File: src/design/assert_macros.svh
// ----------------------------------------------------------------------------
// assert_macros.svh
// Shared concurrent assertion macros, clocked on clk, disabled in reset.
// ----------------------------------------------------------------------------
`ifndef ASSERT_MACROS_SVH
`define ASSERT_MACROS_SVH

// Same-cycle implication: cons must hold whenever ante holds.
`define ASSERT_IMPL(label, ante, cons) \
  label: assert property (@(posedge clk) disable iff (rst) (ante) |-> (cons)) \
    else $error("assertion failed");

// Next-cycle implication: cons must hold in the cycle after ante.
`define ASSERT_NEXT(label, ante, cons) \
  label: assert property (@(posedge clk) disable iff (rst) (ante) |=> (cons)) \
    else $error("assertion failed");

`endif

File: src/design/rsf_pkg.sv
// ----------------------------------------------------------------------------
// rsf_pkg
// Constants, register map and helpers of the record substring filter.
// ----------------------------------------------------------------------------
package rsf_pkg;

  localparam int CHAR_W              = 8;
  localparam int PAT_LEN_W           = 5;
  localparam int PAT_WORD_W          = 64;
  localparam int PAT_WORDS           = 3;
  localparam int PAT_ALL_W           = PAT_WORDS * PAT_WORD_W;
  localparam int CFG_DATA_W          = 64;
  localparam int CFG_ADDR_W          = 5;
  localparam int CFG_IDX_LSB         = 3;
  localparam int DEFAULT_MAX_PATTERN = 24;
  localparam int DEFAULT_MAX_RECORDS = 2048;

  localparam logic [CHAR_W-1:0] CHAR_UPPER_A = 8'h41;
  localparam logic [CHAR_W-1:0] CHAR_UPPER_Z = 8'h5A;
  localparam logic [CHAR_W-1:0] CASE_OFFSET  = 8'd32;

  typedef enum logic [1:0] {
    REG_PAT_LEN  = 2'd0,
    REG_PAT_LOW  = 2'd1,
    REG_PAT_MID  = 2'd2,
    REG_PAT_HIGH = 2'd3
  } reg_index_t;

  // Fold A-Z onto a-z; every other byte passes unchanged.
  function automatic logic [CHAR_W-1:0] fold_case(input logic [CHAR_W-1:0] c);
    logic [CHAR_W-1:0] r;
    r = c;
    if (c inside {[CHAR_UPPER_A:CHAR_UPPER_Z]}) begin
      r = c + CASE_OFFSET;
    end
    return r;
  endfunction

endpackage

File: src/design/record_substring_filter.sv
// ----------------------------------------------------------------------------
// record_substring_filter
// Case-insensitive substring filter over a stream of record bytes.
// ----------------------------------------------------------------------------
// Usage:
//   Record bytes enter on the text channel (text_valid / text_stall) with
//   field_last, record_last and pass_last marks. A zero byte ends a field's
//   text. On the last byte of every record one transfer leaves on the result
//   channel (result_valid / result_stall) carrying record_index, matched and
//   the running hit_count of the pass.
//   The pattern (length plus three 64-bit character words) is written over
//   the APB port at byte addresses 0, 8, 16 and 24 while the block is idle.
// Timing:
//   Throughput is one byte per cycle while no record-ending byte is held by a
//   stalled result: each byte costs a single shift-and update of the match
//   vector, done between the input register and the result register. A
//   record's result passes the input register, then the result register.
// Reset (rst, synchronous): clears the pattern, the match state and both
//   counters; no result is pending afterwards.
// Stall: a stalled result holds in the output register; bytes that end no
//   record keep flowing, and a record-ending byte waits in the input register.
// ----------------------------------------------------------------------------
`include "assert_macros.svh"

module record_substring_filter #(
  parameter int MAX_PATTERN = rsf_pkg::DEFAULT_MAX_PATTERN,
  parameter int MAX_RECORDS = rsf_pkg::DEFAULT_MAX_RECORDS
) (
  input  logic                                clk,
  input  logic                                rst,
  // configuration port
  input  logic                                psel,
  input  logic                                penable,
  input  logic                                pwrite,
  input  logic [rsf_pkg::CFG_ADDR_W-1:0]      paddr,
  input  logic [rsf_pkg::CFG_DATA_W-1:0]      pwdata,
  output logic [rsf_pkg::CFG_DATA_W-1:0]      prdata,
  output logic                                pready,
  // text byte channel
  input  logic                                text_valid,
  output logic                                text_stall,
  input  logic [rsf_pkg::CHAR_W-1:0]          text_byte,
  input  logic                                field_last,
  input  logic                                record_last,
  input  logic                                pass_last,
  // result channel
  output logic                                result_valid,
  input  logic                                result_stall,
  output logic [$clog2(MAX_RECORDS)-1:0]      record_index,
  output logic                                matched,
  output logic [$clog2(MAX_RECORDS+1)-1:0]    hit_count
);

  import rsf_pkg::*;

  localparam int REC_W   = $clog2(MAX_RECORDS);
  localparam int CNT_W   = $clog2(MAX_RECORDS + 1);
  localparam int VEC_W   = MAX_PATTERN;
  localparam int CHARS_W = MAX_PATTERN * CHAR_W;

  // --------------------------------------------------------------------------
  // Configuration registers
  // --------------------------------------------------------------------------
  logic [PAT_LEN_W-1:0]  pattern_length;
  logic [PAT_WORD_W-1:0] pattern_low;
  logic [PAT_WORD_W-1:0] pattern_mid;
  logic [PAT_WORD_W-1:0] pattern_high;

  reg_index_t cfg_index;
  logic       cfg_write;

  assign pready    = 1'b1;
  assign cfg_index = reg_index_t'(paddr[CFG_ADDR_W-1:CFG_IDX_LSB]);
  assign cfg_write = psel && penable && pwrite && pready;

  always_ff @(posedge clk) begin
    if (rst) begin
      pattern_length <= '0;
      pattern_low    <= '0;
      pattern_mid    <= '0;
      pattern_high   <= '0;
    end else if (cfg_write) begin
      case (cfg_index)
        REG_PAT_LEN:  pattern_length <= pwdata[PAT_LEN_W-1:0];
        REG_PAT_LOW:  pattern_low    <= pwdata;
        REG_PAT_MID:  pattern_mid    <= pwdata;
        REG_PAT_HIGH: pattern_high   <= pwdata;
        default: ;
      endcase
    end
  end

  always_comb begin
    case (cfg_index)
      REG_PAT_LEN:  prdata = CFG_DATA_W'(pattern_length);
      REG_PAT_LOW:  prdata = pattern_low;
      REG_PAT_MID:  prdata = pattern_mid;
      REG_PAT_HIGH: prdata = pattern_high;
      default:      prdata = '0;
    endcase
  end

  // --------------------------------------------------------------------------
  // Pattern decode: characters past the registers read as zero, the pattern
  // ends at its first zero character, and the length clamps to capacity.
  // --------------------------------------------------------------------------
  logic [PAT_ALL_W-1:0] pattern_all;
  logic [CHARS_W-1:0]   pattern_chars;
  logic [PAT_LEN_W-1:0] len_clamp;
  logic [PAT_LEN_W-1:0] eff_len;
  logic [VEC_W-1:0]     last_sel;

  assign pattern_all   = {pattern_high, pattern_mid, pattern_low};
  assign pattern_chars = CHARS_W'(pattern_all);

  always_comb begin
    if (32'(pattern_length) > MAX_PATTERN) begin
      len_clamp = PAT_LEN_W'(MAX_PATTERN);
    end else begin
      len_clamp = pattern_length;
    end
    eff_len = len_clamp;
    for (int k = VEC_W - 1; k >= 0; k--) begin
      if (k < int'(len_clamp) && pattern_chars[k*CHAR_W +: CHAR_W] == '0) begin
        eff_len = PAT_LEN_W'(k);
      end
    end
    for (int k = 0; k < VEC_W; k++) begin
      last_sel[k] = (k + 1 == int'(eff_len));
    end
  end

  // --------------------------------------------------------------------------
  // Input register
  // --------------------------------------------------------------------------
  logic              s1_valid;
  logic [CHAR_W-1:0] s1_byte;
  logic              s1_field_last;
  logic              s1_record_last;
  logic              s1_pass_last;
  logic              s1_hold;
  logic              s1_fire;
  logic              s1_result;

  // Only a record-ending byte needs the output register.
  assign s1_hold    = s1_valid && s1_record_last && result_valid && result_stall;
  assign s1_fire    = s1_valid && !s1_hold;
  assign s1_result  = s1_fire && s1_record_last;
  assign text_stall = s1_hold;

  always_ff @(posedge clk) begin
    if (rst) begin
      s1_valid <= 1'b0;
    end else if (!text_stall) begin
      s1_valid <= text_valid;
    end
  end

  always_ff @(posedge clk) begin
    if (text_valid && !text_stall) begin
      s1_byte        <= text_byte;
      s1_field_last  <= field_last;
      s1_record_last <= record_last;
      s1_pass_last   <= pass_last;
    end
  end

  // --------------------------------------------------------------------------
  // Shift-and match update, one byte per cycle while the input is not stalled
  // --------------------------------------------------------------------------
  logic [VEC_W-1:0] partial_matches;
  logic [VEC_W-1:0] partial_matches_next;
  logic             text_done;
  logic             text_done_next;
  logic             record_hit;
  logic             record_hit_next;
  logic [VEC_W-1:0] char_mask;
  logic [CHAR_W-1:0] byte_folded;
  logic             record_match;
  logic [REC_W-1:0] record_count;
  logic [CNT_W-1:0] match_count;
  logic [CNT_W-1:0] match_count_next;

  assign byte_folded = fold_case(s1_byte);

  always_comb begin
    for (int k = 0; k < VEC_W; k++) begin
      char_mask[k] = (k < int'(eff_len)) &&
                     (fold_case(pattern_chars[k*CHAR_W +: CHAR_W]) == byte_folded);
    end
  end

  always_comb begin
    partial_matches_next = partial_matches;
    text_done_next       = text_done;
    record_hit_next      = record_hit;
    if (!text_done) begin
      if (s1_byte == '0) begin
        text_done_next = 1'b1;
      end else if (eff_len != '0) begin
        partial_matches_next = ((partial_matches << 1) | VEC_W'(1)) & char_mask;
        if (|(partial_matches_next & last_sel)) begin
          record_hit_next = 1'b1;
        end
      end
    end
    record_match = record_hit_next || (eff_len == '0);
    // a field end, or a record end, drops the field's match state
    if (s1_field_last || s1_record_last) begin
      partial_matches_next = '0;
      text_done_next       = 1'b0;
    end
    if (s1_record_last) begin
      record_hit_next = 1'b0;
    end
    // saturate the hit count at the record capacity
    if (record_match && match_count != CNT_W'(MAX_RECORDS)) begin
      match_count_next = match_count + CNT_W'(1);
    end else begin
      match_count_next = match_count;
    end
  end

  always_ff @(posedge clk) begin
    if (rst) begin
      partial_matches <= '0;
      text_done       <= 1'b0;
      record_hit      <= 1'b0;
    end else if (s1_fire) begin
      partial_matches <= partial_matches_next;
      text_done       <= text_done_next;
      record_hit      <= record_hit_next;
    end
  end

  // Advance the record index with wrap; clear both counters at pass end.
  always_ff @(posedge clk) begin
    if (rst) begin
      record_count <= '0;
      match_count  <= '0;
    end else if (s1_result) begin
      if (s1_pass_last) begin
        record_count <= '0;
        match_count  <= '0;
      end else begin
        match_count <= match_count_next;
        if (record_count == REC_W'(MAX_RECORDS - 1)) begin
          record_count <= '0;
        end else begin
          record_count <= record_count + REC_W'(1);
        end
      end
    end
  end

  // --------------------------------------------------------------------------
  // Result register
  // --------------------------------------------------------------------------
  always_ff @(posedge clk) begin
    if (rst) begin
      result_valid <= 1'b0;
    end else if (s1_result) begin
      result_valid <= 1'b1;
    end else if (!result_stall) begin
      result_valid <= 1'b0;
    end
  end

  always_ff @(posedge clk) begin
    if (s1_result) begin
      record_index <= record_count;
      matched      <= record_match;
      hit_count    <= match_count_next;
    end
  end

  // --------------------------------------------------------------------------
  // Assertions
  // --------------------------------------------------------------------------
  `ASSERT_NEXT(a_result_loaded, s1_result, result_valid)
  `ASSERT_NEXT(a_field_end_clears, s1_fire && (s1_field_last || s1_record_last),
               partial_matches == '0 && !text_done)
  `ASSERT_NEXT(a_empty_pattern_hits, s1_result && eff_len == '0, matched)
  `ASSERT_IMPL(a_hit_counted, result_valid && matched, hit_count != '0)

endmodule

File: config.mk
export PLATFORM = sky130hd
export DESIGN_NAME = record_substring_filter
export DESIGN_NICKNAME = d
export VERILOG_FILES = /design/src/design/rsf_pkg.sv /design/src/design/record_substring_filter.sv
export VERILOG_INCLUDE_DIRS = /design/src /design/src/design
export SDC_FILE = /design/constraint.sdc
export NUM_CORES = 1
export LEC_CHECK = 0
export CAP_MARGIN = 40
export CELL_PAD_IN_SITES_DETAIL_PLACEMENT = 1
export CELL_PAD_IN_SITES_GLOBAL_PLACEMENT = 1
export CORE_MARGIN = 5
export CORE_UTILIZATION = 30
export DETAILED_ROUTE_END_ITERATION = 10
export DONT_BUFFER_PORTS = 1
export PLACE_DENSITY_LB_ADDON = 0.2
export SLEW_MARGIN = 10
export SYNTH_ARGS = -nofsm -noshare
export SYNTH_HDL_FRONTEND = slang
export SYNTH_SLANG_ARGS = --single-unit
File: constraint.sdc
create_clock -name clk -period 4.44 [get_ports clk]
set_input_delay 0.666 -clock clk [delete_from_list [all_inputs] [get_ports clk]]
set_output_delay 0.666 -clock clk [all_outputs]
set_load 0.02 [all_outputs]
Word level (Yosys, flattened, before mapping)
Index checks and enable logic that the tools add are counted.
Word-level totals
  word-level logic and storage cells: 391
  bits in registers: 282
Operators by class
  muxes and demuxes: 69
  eq/ne operators: 56
  add/sub/neg operators: 27
  order comparisons: 99
  reductions and logical operators: 120
  bitwise gates (word level): 2
Operator list (number)
  $pmux W64 S4: 1
  $add A8 B6 Y8 const B: 25
  $ge A8 B7 Y1 const B: 25
  $le A8 B7 Y1 const B: 25
  $logic_not A8 Y1: 25
  $mux W8: 25
  $eq A8 B8 Y1: 24
  $mux W5: 25
  $mux W23: 4
  $logic_and A1 B1 Y1: 82
  $eq A5 B5 Y1 const A: 16
  $lt A4 B5 Y1 const A: 16
  $lt A5 B5 Y1 const A: 16
  $and A24 B24 Y24: 2
  $lt A3 B5 Y1 const A: 8
  $eq A4 B5 Y1 const A: 5
  $mux W12: 2
  $reduce_or A24 Y1: 1
  $mux W11: 2
  $lt A1 B5 Y1 const A: 4
  $lt A2 B5 Y1 const A: 4
  $add A12 B1 Y12 const B: 1
  $ne A12 B12 Y1 const B: 1
  $add A11 B1 Y11 const B: 1
  16 further kinds: 33

Longest topological paths before layout
  depth after elaboration: 41
  mapped depth: 18
  depth with buffers taken out: 14

Worst setup path before layout
OpenSTA, ideal clock, no wires.
  path type: reg-to-reg
  from: reg s1_byte[5]
  to: reg hit_count[6] (data pin)
  path slack: 0.439 ns
  data required time: 4.179 ns
  arrival time: 3.740 ns
  path buffers: 3
  stages on the path, launching flop included: 16
  cell sequence: edfxtp_1 > ha_1 > or3_1 > clkbuf_1 > a2bb2oi_2 > nand2_1 > buf_4 > xnor2_1 > or4_1 > o221a_1 > o311a_1 > nand4b_4 > and2_4 > buf_2 > nand3_1 > xnor2_1
Between the ends
  word-level cells in the longest chain between the ends: 15
Ends and longest elaborated chain
  start, declared: RTL line record_substring_filter.sv:137  | logic [CHAR_W-1:0] s1_byte;
  start signal, assigned: RTL line record_substring_filter.sv:161  | s1_byte <= text_byte;
  $ge A8 B7 Y1 / $le A8 B7 Y1 (equally long branches): RTL line rsf_pkg.sv:33  | if (c inside {[CHAR_UPPER_A:CHAR_UPPER_Z]}) begin
  $logic_and A1 B1 Y1: RTL line rsf_pkg.sv:33
  $mux W8: RTL line rsf_pkg.sv:33
  $eq A8 B8 Y1: RTL line record_substring_filter.sv:189  | (fold_case(pattern_chars[k*CHAR_W +: CHAR_W]) == byte_folded);
  $logic_and A1 B1 Y1: RTL line record_substring_filter.sv:188  | char_mask[k] = (k < int'(eff_len)) &&
  $and A24 B24 Y24: RTL line record_substring_filter.sv:201  | partial_matches_next = ((partial_matches << 1) | VEC_W'(1)) & char_mask;
  $and A24 B24 Y24: RTL line record_substring_filter.sv:202  | if (|(partial_matches_next & last_sel)) begin
  $reduce_or A24 Y1: RTL line record_substring_filter.sv:202
  $mux W1: RTL line record_substring_filter.sv:202
  $mux W1: RTL line record_substring_filter.sv:200  | end else if (eff_len != '0) begin
  $mux W1 *: RTL line record_substring_filter.sv:198  | if (s1_byte == '0) begin
  $mux W1 *: RTL line record_substring_filter.sv:197  | if (!text_done) begin
  $logic_or A1 B1 Y1 *: RTL line record_substring_filter.sv:207  | record_match = record_hit_next || (eff_len == '0);
  $logic_and A1 B1 Y1 *: RTL line record_substring_filter.sv:217  | if (record_match && match_count != CNT_W'(MAX_RECORDS)) begin
  $mux W12 *: RTL line record_substring_filter.sv:217
  net match_count_next[6]: RTL line record_substring_filter.sv:182  | logic [CNT_W-1:0] match_count_next;
  end signal, assigned: RTL line record_substring_filter.sv:273  | hit_count <= match_count_next;
  end, declared: RTL line record_substring_filter.sv:51  | output logic [$clog2(MAX_RECORDS+1)-1:0] hit_count
The timed path passes the listed nets; every way through them passes the cells marked *.
A chain may end at the register's enable or synchronous reset.

Final worst setup path
  from: reg pattern_low[18]
  to: reg hit_count[8] (data pin)
Between the ends
  word-level cells in the longest chain between the ends: 17
Ends and longest elaborated chain
  start, declared: RTL line record_substring_filter.sv:65  | logic [PAT_WORD_W-1:0] pattern_low;
  start signal, assigned: RTL line record_substring_filter.sv:85  | REG_PAT_LOW: pattern_low <= pwdata;
  $logic_not A8 Y1: RTL line record_substring_filter.sv:124  | if (k < int'(len_clamp) && pattern_chars[k*CHAR_W +: CHAR_W] == '0) begin
  $logic_and A1 B1 Y1: RTL line record_substring_filter.sv:124
  $mux W5 (3 in series): RTL line record_substring_filter.sv:124
  $lt A1 B5 Y1, or another cell as far along: RTL line record_substring_filter.sv:188
  $logic_and A1 B1 Y1: RTL line record_substring_filter.sv:188
  $and A24 B24 Y24: RTL line record_substring_filter.sv:201
  $and A24 B24 Y24: RTL line record_substring_filter.sv:202
  $reduce_or A24 Y1: RTL line record_substring_filter.sv:202
  $mux W1: RTL line record_substring_filter.sv:202
  $mux W1: RTL line record_substring_filter.sv:200
  $mux W1: RTL line record_substring_filter.sv:198
  $mux W1: RTL line record_substring_filter.sv:197
  $logic_or A1 B1 Y1 *: RTL line record_substring_filter.sv:207
  $logic_and A1 B1 Y1 *: RTL line record_substring_filter.sv:217
  $mux W12 *: RTL line record_substring_filter.sv:217
  net match_count_next[8]: RTL line record_substring_filter.sv:182
Marked as above.

==> results.sh <==
export IMPL_status="complete, no violations"
export IMPL_drt_wirelength_per_cell_um=24.0
export IMPL_synthesis_nets=2328
export IMPL_grt_pass1_wl_um=116000
export IMPL_syn_avg_cell_area_um2=7.93
export IMPL_cts_htree_levels=2
export IMPL_netlist_area_mm2=0.0175
export IMPL_path_clk_slew_ps=60
export IMPL_use_met2_pct=40.3
export IMPL_grt_pass1_vias=18559
export IMPL_synth_edf_count=35
export IMPL_grtUsageTotal_pct=23.4
export IMPL_core_area_mm2=0.0578
export IMPL_setup_ws_ps=120
export IMPL_firstDrtPassIters=5
export IMPL_report_final_slew_viol_count=0
export IMPL_setup_viol=0
export IMPL_synth_most_common_cell="nand2_1"
export IMPL_insertion_delay_ps=570
export IMPL_grt_start_max_net_pins=230
export IMPL_dp_cells=3142
export IMPL_io_buffer_count=0
export IMPL_arrival_ps=4640
export IMPL_relSlewSlack_pct=47.0
export IMPL_wirelength_um=77100
export IMPL_ys_ff_latch=282
export IMPL_cts_tree="yes"
export IMPL_cp_start_kind="flop"
export IMPL_pre_cts_slack_ps=-87.7
export IMPL_synth_area_leaders="dfxtp_1 (28%), nand2_1 (11%), a21oi_1 (7.6%)"
export IMPL_nNetsFinal=2533
export IMPL_cts_buffers=38
export IMPL_r2r_start="pattern_low[18]"
export IMPL_cts_root_buf="clkbuf_16"
export IMPL_dieWidth_um=252
export IMPL_min_period_ps=4320
export IMPL_reg2reg_to="hit_count[8]"
export IMPL_tightest_slew_ps=795
export IMPL_fp_dieH_um=252
export IMPL_rsz0062_at_grt="true"
export IMPL_crit_required_ps=4760
export IMPL_r2r_slack_ps=120
export IMPL_worstSetupStartpoint="pattern_low[18]"
export IMPL_ys_flop_type="dfxtp_1"
export IMPL_n_fill_cell=6853
export IMPL_synth_async_reset_ratio_pct=0
export IMPL_max_freq_mhz=231
export IMPL_gp_congestion=0.936
export IMPL_hpwlAfterDp_um=57500
export IMPL_hold_viol_final=0
export IMPL_synth_area_leader_cell="dfxtp_1"
export IMPL_clock_skew_ps=15.7
export IMPL_cts_sinks=282
export IMPL_antenna_found_initial=4
export IMPL_end_kind="flop"
export IMPL_hp_class="input pin to flop"
export IMPL_clk_path_buf_depth=3
export IMPL_rows=88
export IMPL_ant_nets=0
export IMPL_irDropWorstVdd_uv=227
export IMPL_dieArea_mm2=0.0634
export IMPL_grt_remaining_overflow=0
export IMPL_hold_ws_ps=177
export IMPL_synthCells=2213
export IMPL_synth_top_area_share_pct=28.2
export IMPL_top_usage_layer="met2"
export IMPL_vias=17860
export IMPL_grt_met3_usage_pct=3.83
export IMPL_yosys_warnings=0
export IMPL_drt_iter0_markers=955
export IMPL_synth_commonest_cells="nand2_1 (492), a21oi_1 (266), dfxtp_1 (247)"
export IMPL_gr_usage_met1_pct=29.9
export IMPL_viasPerCell=5.56
export IMPL_drcViolationCount=0
export IMPL_start_util_pct=30.3
export IMPL_area_growth_pct=25.1
export IMPL_path_class="flop to flop"
export IMPL_synth_seq_area_share_pct=34.2
export IMPL_powerDensity_mw_per_mm2=302
export IMPL_drv_cap=0
export IMPL_top_level_ports=178
export IMPL_stdcell_count=3215
export IMPL_reg2reg_depth=15
export IMPL_drive_gt1_share_pct=21.0
export IMPL_ys_types=102
export IMPL_endpoint="hit_count[8]"
export IMPL_critPathMaxFanout=12
export IMPL_static_leakage_power_nw=8.24
export IMPL_period_share_pct=97.3
## worst max-delay path: stages (launching register included)
cell      delay, ps
dfxtp_1         310
or4_1           640
a211oi_2        460
buf_4           220
a2111o_1        120
nor2_1           50
o21a_2          150
or3_4           440
buf_4           180
a21oi_1         230
nor3_1          100
o31a_2          370
nand4b_4        250
and2_4          240
and3_4          190
xnor2_1         120
## per-stage QoR
| stage | util (%) | power, mW | cell area, um2 | TNS (ps) |
|---|---|---|---|---|
| 3_3_place_gp | 35.2 | 3.47 | 20400 | -177 |
| 3_5_place_dp | 35.4 | 3.49 | 20500 | -671 |
| 4_1_cts | 37.6 | 6.67 | 21800 | 0 |
| 5_1_grt | 38.0 | 6.85 | 22000 | -7.66 |
| 2_1_floorplan | - | 3.19 | 17500 | 0 |
| 6_report | 38.0 | 6.62 | 22000 | 0 |
## metal layers
metal  wire (um)  part of all wire (%)
met5           0                     0
met2       37100                    48
met1       34000                    44
met3        3530                   4.6
met4        2460                   3.2
## report_power, final
group          total (mW)  internal (mW)  switching, mW
sequential           2.67           2.62         0.0486
combinational       0.791          0.330          0.461
clock                3.16           1.90           1.27
## worst min path at each step
stage                              from                   to  slack (ps)  depth (start not counted)
global route                        rst      record_count[0]         160                          1
global placement     partial_matches[9]   partial_matches[9]         450                          2
floorplan               record_count[2]      record_index[2]         410                          0
CTS                        text_byte[5]           s1_byte[5]         160                          0
detailed placement  partial_matches[17]  partial_matches[17]         450                          2
finish                              rst      record_count[0]         180                          1
## flip-flops by register name, summed over array words and instances, names as in the netlist, 11 cells and up
| name | count |
|---|---|
| pattern_low | 64 |
| hit_count | 12 |
| pattern_mid | 64 |
| record_index | 11 |
| record_count | 11 |
| partial_matches | 23 |
| pattern_high | 64 |
| match_count | 12 |
## layout by cell type, fill, tap and decap left out, types with 36 or more instances in the layout
master | netlist | final
clkbuf_16 | 0 | 38
a22o_1 | 61 | 61
mux2_2 | 54 | 54
xnor2_1 | 106 | 106
nand2_1 | 492 | 491
buf_4 | 7 | 291
nand3_1 | 50 | 47
nor3_1 | 36 | 36
a21oi_1 | 266 | 265
nor2_1 | 118 | 114
xor2_1 | 98 | 98
dfxtp_1 | 247 | 244
## repair_timing
item	CTS	global route
hold endpoints to repair	0	0
pin swaps	0	6
buffers inserted	0	1
endpoints found under the setup margin	19	24
hold buffers	0	0
gates resized for setup	4	41
## cells by family after synthesis
kind of cell / count (synthesis) / share of synthesized area [%]
muxes: 66 / 4.51
buffers and inverters: 172 / 3.99
AOI/OAI and AO/OA: 546 / 20.4
and+or+nand+nor: 914 / 24.7
xor gates and xnor gates: 204 / 10.2
other: 1 / 0.0214
DFF: 282 / 34.2
adders and majority gates: 28 / 2.00
## area by class of cell
class                           instances  area [um2]  share of cell area, %
Timing Repair Buffer                  310        2520                   11.5
Antenna cell                            4        10.0                 0.0456
Clock buffer                           46        1030                   4.70
Sequential cell                       282        6000                   27.3
Clock inverter                         22         239                   1.09
Tap cell                              765         957                   4.36
Multi-Input combinational cell       1759       11100                   50.5
Inverter                               27         101                  0.462
Power figures use the tool's default switching activity.
